**config.mk**
```make
export PLATFORM = sky130hd
export DESIGN_NAME = cursor_sprite_alpha_overlay
export DESIGN_NICKNAME = d
export VERILOG_FILES = /design/src/hw/rtl/csao_pkg.sv /design/src/hw/rtl/cursor_sprite_alpha_overlay.sv
export VERILOG_INCLUDE_DIRS = /design/src /design/src/hw/rtl
export SDC_FILE = /design/constraint.sdc
export NUM_CORES = 1
export LEC_CHECK = 0
export BUFFER_PORTS_ARGS = -buffer_cell sky130_fd_sc_hd__buf_2
export CORE_ASPECT_RATIO = 1.75
export CORE_MARGIN = 5
export CORE_UTILIZATION = 50
export DETAILED_ROUTE_END_ITERATION = 8
export PLACE_DENSITY = 0.68
export SYNTH_ARGS = -nofsm -noshare
export SYNTH_HDL_FRONTEND = slang
export SYNTH_SLANG_ARGS = --single-unit
```
**constraint.sdc**
```tcl
create_clock -name clk -period 5.6 [get_ports clk]
set_input_delay 0.28 -clock clk [delete_from_list [all_inputs] [get_ports clk]]
set_output_delay 0.28 -clock clk [all_outputs]
set_load 0.05 [all_outputs]
```
**src/hw/rtl/cursor_sprite_alpha_overlay_defines.svh**
```systemverilog
// Assertion helpers for the cursor overlay.
`ifndef CURSOR_SPRITE_ALPHA_OVERLAY_DEFINES_SVH
`define CURSOR_SPRITE_ALPHA_OVERLAY_DEFINES_SVH

// Same-cycle implication, disabled while in reset.
`define CSAO_CHECK(label, ante, cons) \
  label: assert property (@(posedge clk) disable iff (!rst_n) (ante) |-> (cons)) \
    else $error("cursor overlay check failed");

// Next-cycle implication, disabled while in reset.
`define CSAO_CHECK_NEXT(label, ante, cons) \
  label: assert property (@(posedge clk) disable iff (!rst_n) (ante) |=> (cons)) \
    else $error("cursor overlay check failed");

`endif

```
**src/hw/rtl/csao_pkg.sv**
```systemverilog
`default_nettype none

package csao_pkg;

  localparam int SPRITE_WIDTH  = 16;
  localparam int SPRITE_HEIGHT = 20;
  localparam int SCREEN_WIDTH  = 1024;
  localparam int SCREEN_HEIGHT = 768;

  localparam int CFG_W  = 13;
  localparam int ADDR_W = 2;

  localparam logic [ADDR_W-1:0] REG_CURSOR_X       = 2'd0;
  localparam logic [ADDR_W-1:0] REG_CURSOR_Y       = 2'd1;
  localparam logic [ADDR_W-1:0] REG_CURSOR_VISIBLE = 2'd2;

  localparam logic [31:0] SHADOW_ARGB  = 32'h4000_0000;
  localparam logic [31:0] OUTLINE_ARGB = 32'hFF00_0000;
  localparam logic [31:0] FILL_ARGB    = 32'hFFFF_FFFF;
  localparam logic [31:0] CLEAR_ARGB   = 32'h0000_0000;

  // 2-bit sprite pixel codes held in the ROM
  typedef enum logic [1:0] {
    SPR_CLEAR   = 2'd0,
    SPR_SHADOW  = 2'd1,
    SPR_OUTLINE = 2'd2,
    SPR_FILL    = 2'd3
  } spr_code_t;

  typedef enum logic [1:0] {
    MIX_PASS   = 2'd0,
    MIX_OPAQUE = 2'd1,
    MIX_BLEND  = 2'd2
  } mix_kind_t;

  localparam int ROW_W = SPRITE_WIDTH * 2;
  localparam int ROM_W = ROW_W * SPRITE_HEIGHT;

  // Width of the arrow in each sprite row
  function automatic int arrow_span(input int r);
    int w;
    case (r)
      0: w = 1;   1: w = 2;   2: w = 3;   3: w = 4;
      4: w = 5;   5: w = 6;   6: w = 7;   7: w = 8;
      8: w = 9;   9: w = 10;  10: w = 11; 11: w = 12;
      12: w = 7;  13: w = 5;  14: w = 6;  15: w = 5;
      16: w = 4;  17: w = 3;  18: w = 2;  19: w = 1;
      default: w = 0;
    endcase
    return w;
  endfunction

  function automatic spr_code_t sprite_code(input int r, input int c);
    int        w;
    logic      is_edge;
    spr_code_t code;
    w    = arrow_span(r);
    code = SPR_CLEAR;
    if (c < w) begin
      is_edge = (c == 0) || (c == w - 1) || (r == 0) ||
                (r < SPRITE_HEIGHT - 1 && c >= arrow_span(r + 1)) ||
                (r > 0 && c >= arrow_span(r - 1));
      code = is_edge ? SPR_OUTLINE : SPR_FILL;
    end else if (c >= 1) begin
      if (r >= 1 && c - 1 < arrow_span(r - 1))
        code = SPR_SHADOW;
      else if (r == SPRITE_HEIGHT - 1 && c - 1 < w)
        code = SPR_SHADOW;
    end
    return code;
  endfunction

  // Whole sprite packed row by row, two bits per pixel, column 0 lowest
  function automatic logic [ROM_W-1:0] build_rom();
    logic [ROM_W-1:0] rom;
    rom = '0;
    for (int r = 0; r < SPRITE_HEIGHT; r++) begin
      for (int c = 0; c < SPRITE_WIDTH; c++) begin
        rom[r*ROW_W + c*2 +: 2] = sprite_code(r, c);
      end
    end
    return rom;
  endfunction

  localparam logic [ROM_W-1:0] SPRITE_ROM = build_rom();

  function automatic logic [31:0] code_argb(input logic [1:0] code);
    logic [31:0] argb;
    case (code)
      SPR_SHADOW:  argb = SHADOW_ARGB;
      SPR_OUTLINE: argb = OUTLINE_ARGB;
      SPR_FILL:    argb = FILL_ARGB;
      default:     argb = CLEAR_ARGB;
    endcase
    return argb;
  endfunction

  // floor(x / 255) for x < 65280
  function automatic logic [7:0] div255(input logic [16:0] x);
    logic [16:0] t;
    logic [16:0] u;
    t = x + 17'd1;
    u = t + (t >> 8);
    return u[15:8];
  endfunction

endpackage

`default_nettype wire

```
**src/hw/rtl/cursor_sprite_alpha_overlay.sv**
```systemverilog
// Hardware cursor overlay on a pixel stream.
// in_*  : one item per screen pixel; tdata = {background, pixel_y, pixel_x}.
// out_* : one item per input item, same order; tdata = shown_pixel (0xXXRRGGBB).
// cfg_* : register writes (0 cursor_x, 1 cursor_y, 2 cursor_visible), one per
//         cycle while cfg_we is high; other indexes are dropped. Write only while
//         the pipe is empty, since items in flight read the registers at entry.
// Pipeline: four register stages (position subtract, sprite ROM lookup,
// per-channel 8x8 multiplies, divide by 255 and select into the output
// register). Throughput: one item per cycle while out_tready is high; every
// stage has its own valid bit and bubbles are squeezed out, so the input keeps
// flowing until the pipe is truly full.
// Receiver stall: out_tdata holds, stages fill up behind it and in_tready drops
// once all four stages are occupied; nothing is lost or repeated.
// Reset (rst_n low, synchronous): pipe emptied, cursor at (0,0) and hidden.
// Pixels off screen, outside the sprite box, or with the cursor hidden pass the
// background through unchanged.
`default_nettype none

`include "cursor_sprite_alpha_overlay_defines.svh"

module cursor_sprite_alpha_overlay (
  input  wire logic                        clk,
  input  wire logic                        rst_n,
  // config write port
  input  wire logic                        cfg_we,
  input  wire logic [csao_pkg::ADDR_W-1:0] cfg_addr,
  input  wire logic [csao_pkg::CFG_W-1:0]  cfg_wdata,
  // input pixel stream
  input  wire logic                        in_tvalid,
  output      logic                        in_tready,
  input  wire logic [55:0]                 in_tdata,  // [11:0] pixel_x, [23:12] pixel_y,
                                                      // [55:24] background
  // output pixel stream
  output      logic                        out_tvalid,
  input  wire logic                        out_tready,
  output      logic [31:0]                 out_tdata  // [31:0] shown_pixel
);
  import csao_pkg::*;

  // ---------------- config registers ----------------
  logic [12:0] cx_r;
  logic [12:0] cy_r;
  logic        vis_r;

  always_ff @(posedge clk) begin
    if (!rst_n) begin
      cx_r  <= '0;
      cy_r  <= '0;
      vis_r <= 1'b0;
    end else if (cfg_we) begin
      case (cfg_addr)
        REG_CURSOR_X:       cx_r  <= cfg_wdata;
        REG_CURSOR_Y:       cy_r  <= cfg_wdata;
        REG_CURSOR_VISIBLE: vis_r <= cfg_wdata[0];
        default: ;
      endcase
    end
  end

  // ---------------- stage enables ----------------
  // A stage loads when it is empty or its contents move on.
  logic v1_r, v2_r, v3_r, v4_r;
  logic en1, en2, en3, en4;

  assign en4       = !v4_r || out_tready;
  assign en3       = !v3_r || en4;
  assign en2       = !v2_r || en3;
  assign en1       = !v1_r || en2;
  assign in_tready = en1;

  always_ff @(posedge clk) begin
    if (!rst_n) begin
      v1_r <= 1'b0;
      v2_r <= 1'b0;
      v3_r <= 1'b0;
      v4_r <= 1'b0;
    end else begin
      if (en1) v1_r <= in_tvalid;
      if (en2) v2_r <= v1_r;
      if (en3) v3_r <= v2_r;
      if (en4) v4_r <= v3_r;
    end
  end

  // ---------------- stage 1: offsets into the sprite ----------------
  logic [11:0] px, py;
  logic [31:0] bg_in;
  logic [13:0] dx_nxt, dy_nxt;
  logic        on_nxt;

  assign px    = in_tdata[11:0];
  assign py    = in_tdata[23:12];
  assign bg_in = in_tdata[55:24];

  // 14 bits hold px - cx for any 12-bit pixel and 13-bit signed corner
  assign dx_nxt = {2'b00, px} - {cx_r[12], cx_r};
  assign dy_nxt = {2'b00, py} - {cy_r[12], cy_r};
  // 13-bit compare so a screen of 4096 still fits
  assign on_nxt = vis_r && ({1'b0, px} < 13'(SCREEN_WIDTH)) &&
                  ({1'b0, py} < 13'(SCREEN_HEIGHT));

  logic [13:0] dx1_r, dy1_r;
  logic        on1_r;
  logic [31:0] bg1_r;

  always_ff @(posedge clk) begin
    if (en1) begin
      dx1_r <= dx_nxt;
      dy1_r <= dy_nxt;
      on1_r <= on_nxt;
      bg1_r <= bg_in;
    end
  end

  // ---------------- stage 2: box test and ROM lookup ----------------
  logic       in_box;
  logic [9:0] rom_idx;
  logic [1:0] code;
  logic [31:0] sp_nxt;

  // non-negative and below the sprite size
  assign in_box = on1_r &&
                  !dx1_r[13] && (dx1_r < 14'(SPRITE_WIDTH)) &&
                  !dy1_r[13] && (dy1_r < 14'(SPRITE_HEIGHT));

  assign rom_idx = {dy1_r[4:0], dx1_r[3:0], 1'b0};
  assign code    = SPRITE_ROM[rom_idx +: 2];
  assign sp_nxt  = in_box ? code_argb(code) : CLEAR_ARGB;

  logic [31:0] sp2_r;
  logic [31:0] bg2_r;

  always_ff @(posedge clk) begin
    if (en2) begin
      sp2_r <= sp_nxt;
      bg2_r <= bg1_r;
    end
  end

  // ---------------- stage 3: per-channel products ----------------
  logic [7:0] alpha, inv_alpha;
  mix_kind_t  kind_nxt;
  logic [15:0] ps_nxt [3];
  logic [15:0] pb_nxt [3];

  assign alpha     = sp2_r[31:24];
  assign inv_alpha = 8'hFF - alpha;

  always_comb begin
    if (alpha == 8'h00)      kind_nxt = MIX_PASS;
    else if (alpha == 8'hFF) kind_nxt = MIX_OPAQUE;
    else                     kind_nxt = MIX_BLEND;
    for (int ch = 0; ch < 3; ch++) begin
      ps_nxt[ch] = sp2_r[ch*8 +: 8] * alpha;
      pb_nxt[ch] = bg2_r[ch*8 +: 8] * inv_alpha;
    end
  end

  mix_kind_t   kind3_r;
  logic [23:0] rgb3_r;
  logic [31:0] bg3_r;
  logic [15:0] ps3_r [3];
  logic [15:0] pb3_r [3];

  always_ff @(posedge clk) begin
    if (en3) begin
      kind3_r <= kind_nxt;
      rgb3_r  <= sp2_r[23:0];
      bg3_r   <= bg2_r;
      for (int ch = 0; ch < 3; ch++) begin
        ps3_r[ch] <= ps_nxt[ch];
        pb3_r[ch] <= pb_nxt[ch];
      end
    end
  end

  // ---------------- stage 4: divide by 255 and select ----------------
  logic [23:0] blend;
  logic [31:0] res_nxt;

  always_comb begin
    for (int ch = 0; ch < 3; ch++) begin
      blend[ch*8 +: 8] = div255({1'b0, ps3_r[ch]} + {1'b0, pb3_r[ch]});
    end
    case (kind3_r)
      MIX_OPAQUE: res_nxt = {8'h00, rgb3_r};
      MIX_BLEND:  res_nxt = {8'h00, blend};
      default:    res_nxt = bg3_r;
    endcase
  end

  logic [31:0] out_tdata_r;

  always_ff @(posedge clk) begin
    if (en4) out_tdata_r <= res_nxt;
  end

  assign out_tvalid = v4_r;
  assign out_tdata  = out_tdata_r;

  // ---------------- checks ----------------
  // Full pipe behind a stalled receiver must refuse input.
  `CSAO_CHECK(a_full_stall, v1_r && v2_r && v3_r && v4_r && !out_tready, !in_tready)
  // Pass-through items leave the background unchanged.
  `CSAO_CHECK_NEXT(a_pass_bg, v3_r && en4 && (kind3_r == MIX_PASS), out_tdata == $past(bg3_r))
  // Overlaid items always carry a zero top byte.
  `CSAO_CHECK_NEXT(a_top_zero, v3_r && en4 && (kind3_r != MIX_PASS), out_tdata[31:24] == 8'h00)

endmodule

`default_nettype wire
```
# After elaboration in Yosys (flattened, before gate mapping)
# Memories as Yosys holds them, arrays and structs flattened.
# Cells that the tools add are included.
classes:
  n_addsub: 12
  multipliers: 6
  magnitude_cmp: 4
  n_eq_ne: 8
  shift: 1
  muxes: 5
  n_reduce_logical: 21
op_table:
  columns: ["op", "count"]
  rows:
  - ["variable part select 640 x 11 -> 2 bit, first input constant", 1]
  - ["multiplier 8 x 8 -> 16 bit", 6]
  - ["one-hot mux 32 bit (3 select lines)", 1]
  - ["one-hot mux 32 bit (2 select lines)", 1]
  - ["adder 16 x 16 -> 17 bit", 3]
  - ["adder 17 x 1 -> 17 bit, second input constant", 3]
  - ["adder 16 x 9 -> 16 bit", 3]
  - ["< comparator 14 x 5 -> 1 bit, second input constant", 2]
  - ["subtractor 13 x 13 -> 14 bit", 2]
  - ["< comparator 12 x 10 -> 1 bit, second input constant", 1]
  - ["< comparator 12 x 11 -> 1 bit, second input constant", 1]
  - ["== test 2 bit, second input constant", 4]
  - ["== test 8 bit, second input constant", 1]
  - ["logical NOT 8 bit", 1]
  - ["subtractor 8 bit, first input constant", 1]
  - ["== test 2 x 1 -> 1 bit, second input constant", 3]
  - ["logical AND 1 bit", 6]
  - ["logical NOT 1 bit", 6]
  - ["AND reduction 2 bit", 3]
  - ["logical OR 1 bit", 4]
  - ["logical NOT 2 bit", 1]
  - ["2-to-1 mux 1 bit", 2]
  - ["2-to-1 mux 2 bit", 1]
totals:
  ff_bits: 246
  ram_bits: 96
  out_inout_bits: 34
  n_memories: 2
mem_list:
  columns: ["name", "words", "word_bits", "read_ports", "rd_ports_with_merged_regs", "wr", "line_no", "text"]
  rows:
  - ["pb3_r", 3, 16, 3, 0, 3, "cursor_sprite_alpha_overlay.sv:163", "logic [15:0] pb3_r [3];"]
  - ["ps3_r", 3, 16, 3, 0, 3, "cursor_sprite_alpha_overlay.sv:162", "logic [15:0] ps3_r [3];"]

# Logic depth before layout (Yosys ltp)
depth:
  word_depth: 5
  ltp_mapped: 22
  mapped_depth_nobuf: 21

# Worst setup path before layout
# No wires, ideal clock.
synth_path:
  path_kind: "reg-to-reg"
  from: "register sp2_r[29]"
  to: "memory pb3_r[2][13], in the netlist pb3_r[0][45], data pin"
  arrival_time_ns: 4.768
  required_time_ns: 5.342
  path_slack_ns: 0.575
  stages_incl_launch_ff: 19
  period_less_slack_ns: 5.025
  cell_sequence: "edfxtp_1 -> nor2b_1 -> inv_1 -> fa_1 -> fa_1 -> inv_1 -> fa_1 -> inv_1 -> fa_1 -> inv_1 -> ha_1 -> a21boi_0 -> o21ai_0 -> a21boi_0 -> o21ai_0 -> a21boi_0 -> o21ai_0 -> nor2b_1 -> xnor2_1"
synth_lines:
  columns: ["item", "line_no", "text"]
  rows:
  - ["start, declared", "cursor_sprite_alpha_overlay.sv:130", "logic [31:0] sp2_r;"]
  - ["start signal, assigned", "cursor_sprite_alpha_overlay.sv:135", "sp2_r <= sp_nxt;"]
  - ["end, declared", "cursor_sprite_alpha_overlay.sv:163", null]

==> flow_metrics.tcl <==
set metrics [dict create \
    drc 0 \
    synth-async-reset-ratio 0 \
    nNetsFinal 2297 \
    row_count 92 \
    drv_cap 0 \
    relSlewSlack 0.389 \
    fin_crit_sh 0.914 \
    antenna_found_initial 0 \
    gp_congestion 0.864 \
    p_leak_nw 9.26 \
    die_y_microns 263 \
    synth_edf_count 216 \
    maxSlewViolCount 0 \
    initial_utilization 0.506 \
    drive_above_1_share 0.102 \
    yosysUniqueCellTypes 84 \
    yosysWarnings 0 \
    setup_ws_ns 0.482 \
    avgViaCountPerCell 5.28 \
    synth_cells 1751 \
    wl_per_cell_microns 15.8 \
    fin_crit_ns 5.12 \
    grt_max_degree 77 \
    r2r_cells 18 \
    min_from "cfg_wdata[0]" \
    area_growth_pct 13.4 \
    grt_pass1_vias 13400 \
    vias 12700 \
    dp_slack_ns 0.281 \
    r2r_start "sp2_r[29]" \
    ys_dominant_reg_cell "edfxtp_1" \
    worstHoldEndpoint "cx_r[0]" \
    rsz0062_at_grt "false" \
    ioPinCount 110 \
    ys_seq_elements 247 \
    syn_nets 2125 \
    syn_area_sq_um 18300 \
    clkLatencyLatePin_ns 0.55 \
    overflow 0 \
    final_hold_viol_count 0 \
    hold_slack_ns 0.0226 \
    crit_type "flop to flop" \
    path_max_fanout 19 \
    drtAntennaViolNets 0 \
    port_buffers 109 \
    cp.required_ns 5.90 \
    cts_sinks 247 \
    yosysSeqAreaShare 0.389 \
    holdPathStages 3 \
    hold_path.class "primary input to flop" \
    endpoint_kind "flop" \
    power_mw 8.01 \
    clk_pin_slew_worst_paths_ns 0.06 \
    startpoint_type "flop" \
    max_freq_mhz 195 \
    dr.pass1.iters 5 \
    clock_skew_ns 0.0155 \
    avgSynthCellArea_sq_um 10.4 \
    tns_ns 0 \
    htree_num_levels 1 \
    track_usage 0.192 \
    dp_hpwl_mm 31.4 \
    max-vdd-ir-drop_mv 0.252 \
    routed_wl_mm 38.1 \
    final_core_util 0.574 \
    r2r-end "pb3_r[0][13]" \
    grt_pass1_wl_mm 64.1 \
    cts-root-buf "clkbuf_16" \
    diodes 0 \
    clockBufferDepth 3 \
    drtIter0Drc 377 \
    fp.dieW_microns 155 \
    worst_pin_slew_ns 0.916 \
    cts_tree "yes" \
    setup_viol 0 \
    r2r_slack_ns 0.48 \
    outcome "finished, final reports clean" \
    arrival_ns 5.42 \
    dieArea_sq_um 40700 \
    core_sq_um 36100 \
    power_density_nw_per_um2 386 \
    numCtsBuffers 24 \
]
==> worst max path at each step <==
stage / startpoint / end / cells past startpoint
3_3_place_gp: sp2_r[29] / pb3_r[0][13] / 18
3_5_place_dp: sp2_r[29] / pb3_r[0][13] / 18
6_report: sp2_r[29] / pb3_r[0][13] / 18
4_1_cts: sp2_r[29] / pb3_r[0][13] / 18
5_1_grt: sp2_r[29] / pb3_r[0][15] / 18
2_1_floorplan: sp2_r[29] / pb3_r[0][45] / 18
==> repair_timing <==
item,4_1_cts,5_1_grt
hold endpoints to repair,47,0
hold buffers,43,0
endpoints found under the setup margin,0,4
gates resized for setup,0,1
setup buffers,0,1
==> sequential cells by signal, indices dropped and copies added, names as in the netlist <==
register / flops
bg1_r: 32
bg2_r: 32
bg3_r: 32
cx_r: 13
cy_r: 13
dx1_r: 14
dy1_r: 14
kind3_r: 2
on1_r: 1
out_tdata: 32
out_tvalid: 1
pb3_r: 48
ps3_r: 5
rgb3_r: 1
sp2_r: 3
v1_r: 1
v2_r: 1
v3_r: 1
vis_r: 1
==> cell type report <==
cell class | instances | area (sq um)
clock inverters | 17 | 186
well taps | 470 | 588
inverters | 294 | 1100
clock buffers | 26 | 608
fillers | 3151 | 15400
flip-flops and latches | 247 | 7110
multi-input cells | 1176 | 9950
repair buffers | 180 | 1200
==> report_power, final <==
part	switching [mW]	leakage (nW)	internal [mW]
clock	0.696	0.373	0.932
combinational	2.16	6.33	1.68
sequential	0.139	2.56	2.41
==> per-stage QoR <==
step	area, sq um	instances
6_report	20700	2410
5_1_grt	20700	2410
2_1_floorplan	18300	1751
3_3_place_gp	19500	2323
3_5_place_dp	19500	2323
4_1_cts	20700	2409
==> synth_stat cells, types with 4 or more instances <==
library cell  instances  area [sq um]
o311ai_0              5          43.8
nor3_1               37           185
and2_1               11          68.8
o21ai_0              66           330
o211a_1               4          40.0
nor4_1                8          50.1
a2bb2oi_1             6          52.6
clkbuf_1             30           113
nand2_1             125           469
nor2b_1              45           282
or3_1                13          81.3
o31ai_1               5          37.5
mux2i_1              10           100
a21boi_0             52           390
o211ai_1             12          90.1
nand2b_1             49           307
and3_1                9          56.3
a21o_1               17           128
fa_1                112          2240
a31oi_1              10          62.6
nand3b_1              6          45.0
edfxtp_1            216          6490
nor2_1               93           349
nor4b_1               5          43.8
dfxtp_1              31           621
a21oi_1              63           315
ha_1                186          2330
a311oi_1              5          43.8
nor3b_1               6          45.0
nand3_1              28           140
xor2_1               17           149
and4_1                4          35.0
nand4_1              10          62.6
a211o_1               5          43.8
inv_1               294          1100
o22ai_1               8          50.1
a211oi_1             12          90.1
o21ai_1               4          20.0
or2_2                 5          31.3
xnor2_1              60           526
o21a_1               12          90.1
==> kinds of logic after synthesis <==
logic type / after synthesis / share of synthesized area
XOR/XNOR: 78 / 0.0381
AO/OA/AOI/OAI: 318 / 0.117
buffers and inverters: 328 / 0.0679
AND/OR/NAND/NOR: 467 / 0.130
multiplexers: 12 / 0.00670
flip-flops: 247 / 0.389
adder cells (fa/ha/maj): 301 / 0.252
==> routing by layer <==
layer | part of all wire | GRT usage | vias to the layer above
met2 | 0.54 | 0.366 | 274
met1 | 0.37 | 0.203 | 5990
met3 | 0.043 | 0.0283 | 100
met4 | 0.052 | 0.0932 | 0
li1 | - | - | 6355
met5 | 0 | 0 | -
==> worst max-delay path, cell delays in order, from the launching register on <==
cell and delay [ns]:
edfxtp_1 0.43, buf_12 0.18, nand2b_1 0.28, buf_4 0.23, fa_1 0.41, fa_1 0.52
fa_1 0.45, fa_1 0.54, inv_1 0.05, ha_1 0.31, o21ai_0 0.12, a21boi_0 0.25
o21ai_0 0.14, a21boi_0 0.25, o21ai_0 0.14, a21boi_1 0.20, o21ai_0 0.12, nor2b_1 0.16
xnor2_1 0.12
==> cells in the final DEF (no fill, tap or decap), types with 6 or more instances in the layout <==
| cell type | n |
|---|---|
| inv_1 | 294 |
| edfxtp_1 | 216 |
| ha_1 | 186 |
| nand2_1 | 123 |
| fa_1 | 112 |
| buf_2 | 109 |
| nor2_1 | 93 |
| o21ai_0 | 66 |
| a21oi_1 | 63 |
| xnor2_1 | 60 |
| a21boi_0 | 51 |
| nand2b_1 | 49 |
| nor2b_1 | 45 |
| dlygate4sd3_1 | 43 |
| nor3_1 | 37 |
| dfxtp_1 | 31 |
| nand3_1 | 28 |
| buf_4 | 27 |
| clkbuf_16 | 24 |
| a21o_1 | 17 |
| xor2_1 | 17 |
| or3_1 | 13 |
| o211ai_1 | 12 |
| a211oi_1 | 12 |
| o21a_1 | 12 |
| and2_1 | 11 |
| nand4_1 | 10 |
| a31oi_1 | 10 |
| mux2i_1 | 10 |
| and3_1 | 9 |
| o22ai_1 | 8 |
| nor4_1 | 8 |
| nand3b_1 | 6 |
| nor3b_1 | 6 |
| a2bb2oi_1 | 6 |
(Power assumes the default switching activity.)
